[config.mk]
export PLATFORM = sky130hd
export DESIGN_NAME = least_laxity_scheduler_tick
export DESIGN_NICKNAME = d
export VERILOG_FILES = /design/src/hdl/llsch_pkg.sv /design/src/hdl/llsch_slot_file.sv /design/src/hdl/llsch_lax_cmp.sv /design/src/hdl/least_laxity_scheduler_tick.sv
export SDC_FILE = /design/constraint.sdc
export NUM_CORES = 1
export LEC_CHECK = 0
export BUFFER_PORTS_ARGS = -buffer_cell sky130_fd_sc_hd__clkbuf_2
export CORE_AREA = 4 4 234 236
export DETAILED_ROUTE_END_ITERATION = 7
export DIE_AREA = 0 0 238 240
export HOLD_SLACK_MARGIN = 0.05
export PLACE_DENSITY_LB_ADDON = 0.1
export SETUP_SLACK_MARGIN = 0.05
export SLEW_MARGIN = 10
export SYNTH_ARGS = -nofsm -noshare
export SYNTH_HDL_FRONTEND = slang
export SYNTH_SLANG_ARGS = --single-unit
[constraint.sdc]
create_clock -name clk -period 9.9 [get_ports clk]
set_clock_uncertainty 0.1 [all_clocks]
set_input_delay 0.99 -clock clk [delete_from_list [all_inputs] [get_ports clk]]
set_output_delay 0.99 -clock clk [all_outputs]
set_load 0.03 [all_outputs]
[src/hdl/llsch_pkg.sv]
package llsch_pkg;

    localparam int TASK_SLOTS     = 4;
    localparam int SLOT_COUNT     = TASK_SLOTS + 1;
    localparam int NUM_PARAM_REGS = 4;
    localparam int SLOT_IDX_W     = $clog2(SLOT_COUNT);
    localparam int PARAM_IDX_W    = (NUM_PARAM_REGS > 1) ? $clog2(NUM_PARAM_REGS) : 1;

    localparam int WORK_W     = 16;
    localparam int PERIOD_W   = 16;
    localparam int DEADLINE_W = 18;
    localparam int LAX_W      = DEADLINE_W + 1;
    localparam int PARAM_W    = 48;
    localparam int COUNT_W    = 3;
    localparam int TASK_RUN_W = 3;
    localparam int MISSED_W   = 5;
    localparam int CFG_IDX_W  = 3;

    // register indexes
    localparam logic [CFG_IDX_W-1:0] REG_TASK_COUNT  = 3'd0;
    localparam logic [CFG_IDX_W-1:0] REG_TASK_PARAM0 = 3'd1;

    localparam logic [WORK_W-1:0]            IDLE_WORK     = 16'd99;
    localparam logic [PERIOD_W-1:0]          IDLE_PERIOD   = 16'd9999;
    localparam logic signed [DEADLINE_W-1:0] IDLE_DEADLINE = 18'sd9999;
    localparam logic signed [DEADLINE_W-1:0] DL_MIN        = 18'sh20000;
    localparam logic signed [LAX_W-1:0]      LAX_LIMIT     = 19'sd65535;
    localparam logic [COUNT_W-1:0]           COUNT_RESET   = COUNT_W'(TASK_SLOTS);

    typedef logic [NUM_PARAM_REGS-1:0][PARAM_W-1:0] params_t;

    typedef struct packed {
        logic [WORK_W-1:0]            work;
        logic [PERIOD_W-1:0]          period;
        logic signed [DEADLINE_W-1:0] deadline;
    } slot_t;

    // laxity compare step control
    typedef struct packed {
        logic                  clear;
        logic                  step;
        logic [SLOT_IDX_W-1:0] init_idx;
        logic [SLOT_IDX_W-1:0] idx;
    } cmp_ctrl_t;

    function automatic logic [SLOT_IDX_W-1:0] clamp_count(input logic [COUNT_W-1:0] c);
        logic [SLOT_IDX_W-1:0] r;
        if (int'(c) > TASK_SLOTS)
            r = SLOT_IDX_W'(TASK_SLOTS);
        else
            r = SLOT_IDX_W'(c);
        return r;
    endfunction

    // reload value of slot j: task slots from their register, the idle slot from constants
    function automatic slot_t load_values(input logic [SLOT_IDX_W-1:0] j,
                                          input logic [SLOT_IDX_W-1:0] n,
                                          input params_t p);
        slot_t s;
        logic [PARAM_W-1:0] v;
        v = '0;
        if (j < n) begin
            if (int'(j) < NUM_PARAM_REGS)
                v = p[PARAM_IDX_W'(j)];
            s.work     = v[15:0];
            s.period   = v[31:16];
            s.deadline = $signed({2'b00, v[47:32]});
        end else begin
            s.work     = IDLE_WORK;
            s.period   = IDLE_PERIOD;
            s.deadline = IDLE_DEADLINE;
        end
        return s;
    endfunction

endpackage

[src/hdl/llsch_slot_file.sv]
module llsch_slot_file (
    input  logic                            clk,
    input  logic                            rst_n,
    input  logic [llsch_pkg::SLOT_IDX_W-1:0] idx,
    input  logic                            wr_en,
    input  llsch_pkg::slot_t                wr_data,
    output llsch_pkg::slot_t                rd_data
);
    import llsch_pkg::*;

    slot_t slot_reg [SLOT_COUNT];

    // single shared port: read and write at the sequencer's index
    always_ff @(posedge clk or negedge rst_n)
    begin
        if (!rst_n)
        begin
            for (int k = 0; k < SLOT_COUNT; k++)
            begin
                slot_reg[k] <= '0;
            end
        end
        else if (wr_en)
        begin
            slot_reg[idx] <= wr_data;
        end
    end

    assign rd_data = slot_reg[idx];

endmodule

[src/hdl/llsch_lax_cmp.sv]
module llsch_lax_cmp (
    input  logic                                     clk,
    input  logic                                     rst_n,
    input  llsch_pkg::cmp_ctrl_t                     ctrl,
    input  logic [llsch_pkg::WORK_W-1:0]             work,
    input  logic signed [llsch_pkg::DEADLINE_W-1:0]  deadline,
    output logic [llsch_pkg::SLOT_IDX_W-1:0]         chosen,
    output logic                                     found
);
    import llsch_pkg::*;

    logic signed [LAX_W-1:0]  best_reg, best_next;
    logic [SLOT_IDX_W-1:0]    chosen_reg, chosen_next;
    logic                     found_reg, found_next;
    logic signed [LAX_W-1:0]  lax;

    // one subtract and one signed compare, reused for every slot
    assign lax = $signed({deadline[DEADLINE_W-1], deadline}) -
                 $signed({{(LAX_W-WORK_W){1'b0}}, work});

    always_comb
    begin
        best_next   = best_reg;
        chosen_next = chosen_reg;
        found_next  = found_reg;
        priority if (ctrl.clear)
        begin
            best_next   = LAX_LIMIT;
            chosen_next = ctrl.init_idx;
            found_next  = 1'b0;
        end
        else if (ctrl.step && (work != '0) && (lax < best_reg))
        begin
            best_next   = lax;
            chosen_next = ctrl.idx;
            found_next  = 1'b1;
        end
    end

    always_ff @(posedge clk or negedge rst_n)
    begin
        if (!rst_n)
        begin
            best_reg   <= LAX_LIMIT;
            chosen_reg <= '0;
            found_reg  <= 1'b0;
        end
        else
        begin
            best_reg   <= best_next;
            chosen_reg <= chosen_next;
            found_reg  <= found_next;
        end
    end

    assign chosen = chosen_reg;
    assign found  = found_reg;

endmodule

[src/hdl/least_laxity_scheduler_tick.sv]
// After the input transfer the sequencer walks slots 0 to n, n = latched task count, in a scan pass
// and again in an update pass, then registers the result once the output register is free; the block
// takes no new tick meanwhile. Each pass walks every slot through the one-port slot file: the scan pass
// through the shared laxity comparator, the update pass through the countdown update.
// Reset (rst_n low, asynchronous): slots clear to zero, task_count returns to 4,
// task parameters clear, the latched count becomes 4 and no result is pending.
module least_laxity_scheduler_tick (
    input  logic                                clk,
    input  logic                                rst_n,
    // configuration write port
    input  logic                                cfg_wr_en,
    input  logic [llsch_pkg::CFG_IDX_W-1:0]     cfg_index,
    input  logic [llsch_pkg::PARAM_W-1:0]       cfg_data,
    // tick input
    input  logic                                s_tvalid,
    output logic                                s_tready,
    input  logic [7:0]                          s_tdata,   // [0] restart, [7:1] zero
    // result output
    output logic                                m_tvalid,
    input  logic                                m_tready,
    output logic [7:0]                          m_tdata    // [2:0] task_run, [7:3] missed_mask
);
    import llsch_pkg::*;

    // sequencer states
    localparam logic [1:0] ST_IDLE   = 2'd0;
    localparam logic [1:0] ST_SCAN   = 2'd1;
    localparam logic [1:0] ST_UPDATE = 2'd2;
    localparam logic [1:0] ST_DONE   = 2'd3;

    logic [1:0]            state_reg, state_next;
    logic [SLOT_IDX_W-1:0] idx_reg, idx_next;
    logic [SLOT_IDX_W-1:0] active_n_reg, active_n_next;
    logic                  restart_reg, restart_next;
    logic [MISSED_W-1:0]   missed_reg, missed_next;

    logic [COUNT_W-1:0]    task_count_reg;
    params_t               params_reg;

    logic                  m_tvalid_reg, m_tvalid_next;
    logic [7:0]            m_tdata_reg, m_tdata_next;

    cmp_ctrl_t             cmp_ctrl;
    logic [SLOT_IDX_W-1:0] chosen;
    logic                  found;

    slot_t                 rd_slot;
    slot_t                 cur_slot;
    slot_t                 reload_slot;
    slot_t                 wr_slot;
    logic                  wr_en;

    logic                  in_xfer;
    logic                  last_slot;

    logic [WORK_W-1:0]            upd_work;
    logic [PERIOD_W-1:0]          upd_period;
    logic signed [DEADLINE_W-1:0] upd_deadline;
    logic                         upd_missed;

    // configuration registers: indexes past the parameter list are dropped
    always_ff @(posedge clk or negedge rst_n)
    begin
        if (!rst_n)
        begin
            task_count_reg <= COUNT_RESET;
            params_reg     <= '0;
        end
        else if (cfg_wr_en)
        begin
            if (cfg_index == REG_TASK_COUNT)
            begin
                task_count_reg <= cfg_data[COUNT_W-1:0];
            end
            else if (int'(cfg_index) <= NUM_PARAM_REGS)
            begin
                params_reg[PARAM_IDX_W'(cfg_index - REG_TASK_PARAM0)] <= cfg_data;
            end
        end
    end

    assign s_tready  = (state_reg == ST_IDLE);
    assign in_xfer   = s_tvalid && s_tready;
    assign last_slot = (idx_reg == active_n_reg);

    llsch_slot_file u_slots (
        .clk     (clk),
        .rst_n   (rst_n),
        .idx     (idx_reg),
        .wr_en   (wr_en),
        .wr_data (wr_slot),
        .rd_data (rd_slot)
    );

    // On a restart tick, the scan pass sees the freshly loaded slot and writes it back.
    assign reload_slot = load_values(idx_reg, active_n_reg, params_reg);
    assign cur_slot    = restart_reg ? reload_slot : rd_slot;

    llsch_lax_cmp u_cmp (
        .clk      (clk),
        .rst_n    (rst_n),
        .ctrl     (cmp_ctrl),
        .work     (cur_slot.work),
        .deadline (cur_slot.deadline),
        .chosen   (chosen),
        .found    (found)
    );

    // countdown of one slot in the update pass
    always_comb
    begin
        upd_work = rd_slot.work;
        if (found && (idx_reg == chosen))
        begin
            upd_work = rd_slot.work - WORK_W'(1);
        end
        upd_period = rd_slot.period - PERIOD_W'(1);
        if (rd_slot.deadline != DL_MIN)
            upd_deadline = rd_slot.deadline - DEADLINE_W'(1);
        else
            upd_deadline = rd_slot.deadline;
        upd_missed = (upd_deadline[DEADLINE_W-1] || (upd_deadline == '0)) &&
                     (upd_work != '0);
    end

    always_comb
    begin
        state_next    = state_reg;
        idx_next      = idx_reg;
        active_n_next = active_n_reg;
        restart_next  = restart_reg;
        missed_next   = missed_reg;
        m_tvalid_next = m_tvalid_reg;
        m_tdata_next  = m_tdata_reg;
        wr_en         = 1'b0;
        wr_slot       = cur_slot;
        cmp_ctrl      = '0;
        cmp_ctrl.idx  = idx_reg;

        if (m_tvalid_reg && m_tready)
        begin
            m_tvalid_next = 1'b0;
        end

        unique case (state_reg)
            ST_IDLE:
            begin
                if (in_xfer)
                begin
                    restart_next = s_tdata[0];
                    if (s_tdata[0])
                    begin
                        active_n_next = clamp_count(task_count_reg);
                    end
                    cmp_ctrl.clear    = 1'b1;
                    cmp_ctrl.init_idx = active_n_next;
                    idx_next          = '0;
                    missed_next       = '0;
                    state_next        = ST_SCAN;
                end
            end
            ST_SCAN:
            begin
                // compete: one slot through the shared comparator per cycle
                cmp_ctrl.step = 1'b1;
                wr_en         = restart_reg;
                wr_slot       = reload_slot;
                if (last_slot)
                begin
                    idx_next   = '0;
                    state_next = ST_UPDATE;
                end
                else
                begin
                    idx_next = idx_reg + SLOT_IDX_W'(1);
                end
            end
            ST_UPDATE:
            begin
                // consume, count down, flag misses, reload expired periods
                wr_en = 1'b1;
                if (upd_period == '0)
                begin
                    wr_slot = reload_slot;
                end
                else
                begin
                    wr_slot.work     = upd_work;
                    wr_slot.period   = upd_period;
                    wr_slot.deadline = upd_deadline;
                end
                if (int'(idx_reg) < MISSED_W)
                begin
                    missed_next[idx_reg] = upd_missed;
                end
                if (last_slot)
                begin
                    state_next = ST_DONE;
                end
                else
                begin
                    idx_next = idx_reg + SLOT_IDX_W'(1);
                end
            end
            ST_DONE:
            begin
                // hold until the output register is free
                if (!m_tvalid_reg || m_tready)
                begin
                    m_tvalid_next = 1'b1;
                    m_tdata_next  = {missed_reg, TASK_RUN_W'(chosen)};
                    state_next    = ST_IDLE;
                end
            end
            default:
            begin
                state_next = ST_IDLE;
            end
        endcase
    end

    always_ff @(posedge clk or negedge rst_n)
    begin
        if (!rst_n)
        begin
            state_reg    <= ST_IDLE;
            idx_reg      <= '0;
            active_n_reg <= SLOT_IDX_W'(TASK_SLOTS);
            restart_reg  <= 1'b0;
            missed_reg   <= '0;
            m_tvalid_reg <= 1'b0;
        end
        else
        begin
            state_reg    <= state_next;
            idx_reg      <= idx_next;
            active_n_reg <= active_n_next;
            restart_reg  <= restart_next;
            missed_reg   <= missed_next;
            m_tvalid_reg <= m_tvalid_next;
        end
    end

    always_ff @(posedge clk)
    begin
        m_tdata_reg <= m_tdata_next;
    end

    assign m_tvalid = m_tvalid_reg;
    assign m_tdata  = m_tdata_reg;

    // the slot walk never leaves the live slots
    a_idx_in_range: assert property (@(posedge clk) disable iff (!rst_n)
        (state_reg == ST_SCAN || state_reg == ST_UPDATE) |-> (idx_reg <= active_n_reg))
        else $error("slot index beyond idle slot");

    // the latched count never exceeds the slot capacity
    a_count_clamped: assert property (@(posedge clk) disable iff (!rst_n)
        in_xfer && s_tdata[0] |=> (int'(active_n_reg) <= TASK_SLOTS))
        else $error("latched task count not clamped");

    // a winner is a live slot; with no winner the idle index is reported
    a_chosen_valid: assert property (@(posedge clk) disable iff (!rst_n)
        (state_reg == ST_DONE) |-> ((chosen <= active_n_reg) &&
                                    (found || (chosen == active_n_reg))))
        else $error("chosen slot inconsistent");

    // a finished tick never overwrites a result still waiting
    a_no_overwrite: assert property (@(posedge clk) disable iff (!rst_n)
        (m_tvalid_reg && !m_tready) |=> m_tvalid_reg)
        else $error("pending result dropped");

endmodule
==> impl_results.rst <==
.. list-table::
   :header-rows: 1

   * - Metric
     - Value
   * - First-pass GRT wire length
     - 119000 µm
   * - Drt wl/cell
     - 23.5 µm
   * - Delay of the slowest cell on the worst path
     - 1.00 ns
   * - Part of the power in registers
     - 25.6%
   * - Synth Register Bits
     - 491
   * - Number of buffers added by the clock tree synthesis step
     - 53
   * - Highest clock rate
     - 123 MHz
   * - Area of the mapped netlist
     - 26000 µm²
   * - DIE HEIGHT
     - 240 µm
   * - Initial Util
     - 49.6%
   * - Flip-flop count of the largest register, all copies and words added
     - 250
   * - Library cells used by synthesis
     - 102
   * - Int Pwr
     - 6.21 mW
   * - Run status
     - finished clean
   * - Port bufs
     - 66
   * - Via density
     - 6.08
   * - First-pass iteration count of the detailed router
     - 5
   * - # resized after CTS
     - 0
   * - Most used flip-flop cell after synthesis
     - sky130_fd_sc_hd__dfrtp_1
   * - Sum of negative setup slack
     - 0 ns
   * - Largest buffer count on any clock path
     - 3
   * - Most Frequent Cell on Critical Path
     - sky130_fd_sc_hd__nor2_1
   * - Antenna violations before repair
     - 1
   * - Crit end category
     - flop
   * - Fraction of layout instances using a drive strength above 1
     - 21.8%
   * - P per Cell Area
     - 408 nW/µm²
   * - Total setup buffers inserted after CTS
     - 0
   * - Vias in the first global route
     - 19900
   * - IO Pins
     - 74
   * - Number of synthesis warnings
     - 0
   * - Class of the most critical setup path
     - flop to flop
   * - Clock-pin slew reported for the worst setup and hold paths after clock tree synthesis
     - 0.06 ns
   * - Critical path data arrival time
     - 8.58 ns
   * - Per-instance average area after synthesis
     - 10.3 µm²
   * - H-tree depth reported by CTS
     - 2
   * - Hold bufs inserted after CTS
     - 0
   * - Remaining DRCs
     - 0
   * - Maximum number of pins on one net before global-route repair
     - 165
   * - Number of diodes
     - 0
   * - Total GRT Usage
     - 26.6%
   * - Slowest cell on the critical path
     - sky130_fd_sc_hd__nor2b_2
   * - Sequential cell area fraction in the yosys report
     - 47.4%
   * - Clock Sinks
     - 491
   * - Slack of the critical path
     - 1.74 ns
   * - Max Slew Vio Count
     - 0
   * - Grt total ovfl
     - 0
   * - Required time worst endpoint
     - 10.32 ns
   * - Total wire length
     - 76400 µm
   * - Worst slack on hold paths
     - 0.326 ns
   * - CTS tree
     - done
   * - Root Buffer
     - sky130_fd_sc_hd__clkbuf_16
   * - Shortest period the worst path allows
     - 8.16 ns
   * - Post-synth EDFFs
     - 8
   * - Number of cell rows
     - 84
   * - Final number of setup-violating endpoints
     - 0
   * - Max_cap viols
     - 0
   * - Area of the core
     - 52400 µm²
   * - Clock insertion delay at the later pin of the skew report
     - 0.62 ns
   * - Net Sw Power
     - 5.46 mW
   * - Iter 0 DRT Violations
     - 1604
   * - Biggest fanout along the worst timing path
     - 37
   * - Final cell utilization of the core
     - 54.5%
   * - Via count
     - 19800
   * - Hold Vio Cnt, Final
     - 0
   * - Weighted congestion reported at the end of routability-driven placement
     - 0.925
   * - Worst rel slew slack
     - 20.0%
   * - Share of power burned in the clock network
     - 17.0%
   * - Unrepaired setup endpoints after global routing
     - false
   * - Die X-Extent
     - 238 µm
   * - Path category of the worst min-delay check
     - input port to asynchronous set/reset pin
   * - Area growth syn-to-layout
     - 9.79%
   * - Slew at the pin closest to its max-slew limit
     - 1.20 ns
   * - Post-place setup slack
     - 1.76 ns
   * - Final cycle utilization of the critical path
     - 82.4%
   * - Worst IR Drop VDD
     - 0.000219 V
   * - Net count, final
     - 2625
   * - Leakage power summed over all cells
     - 12.4 nW
   * - Switching power share of the total
     - 46.8%
   * - Worst-case register-to-register setup slack
     - 1.74 ns
   * - Half-perimeter wire length of the detailed placement result
     - 50000 µm
   * - Final ANT Viol Nets
     - 0
   * - Die area
     - 57100 µm²
   * - Combinational cell fraction of total power
     - 57.4%
   * - Element type at the critical path start
     - flop
   * - Total Power
     - 11.7 mW
   * - Synth async-reset ratio
     - 98.4%
   * - Syn Nets
     - 2635
   * - Mapped Cells
     - 2533
==> power groups by stage <==
stage	logic [mW]	clock network, mW	registers, mW
after floorplan	4.81	0	2.89
after global placement	6.52	0	2.99
after detailed placement	6.61	0	3.02
after CTS	6.65	2.03	2.99
after global routing	7.34	2.11	3.06
final	6.69	1.99	2.99
==> per-layer routing <==
metal  part of all wire (%)  up-vias  wire length [µm]  GRT usage [%]
li1                       -     9123                 -              -
met1                     43     9918             33100           36.3
met2                     47      581             35800           43.6
met3                    6.2      134              4760           4.36
met4                    3.6        2              2730           9.43
met5                  0.017        -                13              0
==> per-stage QoR <==
step | cell area [µm²] | instances
floorplan | 26000 | 2533
global placement | 26800 | 3156
detailed placement | 26800 | 3156
CTS | 28600 | 3249
global route | 28600 | 3249
finish | 28600 | 3249
==> logic make-up after synthesis <==
family	count (synthesis)	share of synthesized area (%)
AOI/OAI and AO/OA	745	18.5
and+or+nand+nor	629	10.9
DFF	491	47.4
muxes	349	15.4
buffers and inverters	224	4.02
xor gates and xnor gates	53	1.78
adders and majority gates	42	1.98
==> path summary, 6_finish.rpt <==
kind                                from                    to  depth (start not counted)
max in group asynchronous          rst_n        params_reg[84]                          3
min in group clk           missed_reg[3]            m_tdata[6]                          0
max reg2reg                   idx_reg[1]    u_cmp.best_reg[11]                         29
min reg2reg                missed_reg[3]            m_tdata[6]                          0
min                                rst_n  u_slots.slot_reg[93]                          1
max                           idx_reg[1]    u_cmp.best_reg[11]                         29
==> area by class of cell <==
cell class,count,area (µm²)
Tap cell,688,861
Clock buffer,80,1570
Sequential cell,491,12400
Timing Repair Buffer,112,711
Clock inverter,13,169
Multi-Input combinational cell,1818,12700
Inverter,47,176
Fill cell,4587,23900
==> synth_stat cells, types with 19 or more instances <==
cell type                  instances  area, µm²
sky130_fd_sc_hd__a21oi_1         112        561
sky130_fd_sc_hd__a221oi_1         19        166
sky130_fd_sc_hd__a22oi_1          63        473
sky130_fd_sc_hd__buf_1            20       75.1
sky130_fd_sc_hd__clkbuf_1        110        413
sky130_fd_sc_hd__dfrtp_1         465      11600
sky130_fd_sc_hd__ha_1             38        475
sky130_fd_sc_hd__inv_1            41        154
sky130_fd_sc_hd__mux2_2          241       2710
sky130_fd_sc_hd__mux2i_1          80        801
sky130_fd_sc_hd__nand2_1         390       1460
sky130_fd_sc_hd__nand3_1          19       95.1
sky130_fd_sc_hd__nor2_1           78        293
sky130_fd_sc_hd__o21ai_0         191        956
sky130_fd_sc_hd__o21ai_1         144        721
sky130_fd_sc_hd__o22ai_1          21        131
sky130_fd_sc_hd__xnor2_1          35        307
==> critical path, delay by kind of cell, from the launching register on <==
family | cells | cell delay (ns)
simple gates | 8 | 1.61
flops | 1 | 0.83
buf+inv | 3 | 0.66
fa+ha+maj | 3 | 0.97
compound gates | 15 | 3.86
==> layout by cell type, fill, tap and decap left out, drive strengths merged, types with 8 or more instances in the layout <==
cell,synthesis,final
buf,67,47
a21o,14,14
a31oi,10,10
xnor2,35,35
o21ai,342,342
clkbuf,110,145
a221oi,21,21
xor2,18,18
a221o,13,13
nand3,19,19
edfxtp,8,8
inv,46,47
nand2,390,390
and3b,8,8
mux2i,80,80
nand3b,18,18
o22ai,21,21
a21oi,128,128
nor2b,15,15
or2,9,9
mux2,257,257
nand2b,15,15
o211ai,13,13
nor4,8,8
a22oi,68,68
a21boi,8,8
dfrtp,465,465
dfstp,18,18
mux4,12,12
o22a,12,12
ha,38,38
nor3,18,18
o21a,16,16
and3,8,8
and2,8,8
clkinv,1,9
nor2,79,79
a211oi,11,11
Note: power is estimated with default switching activity, not from simulation.
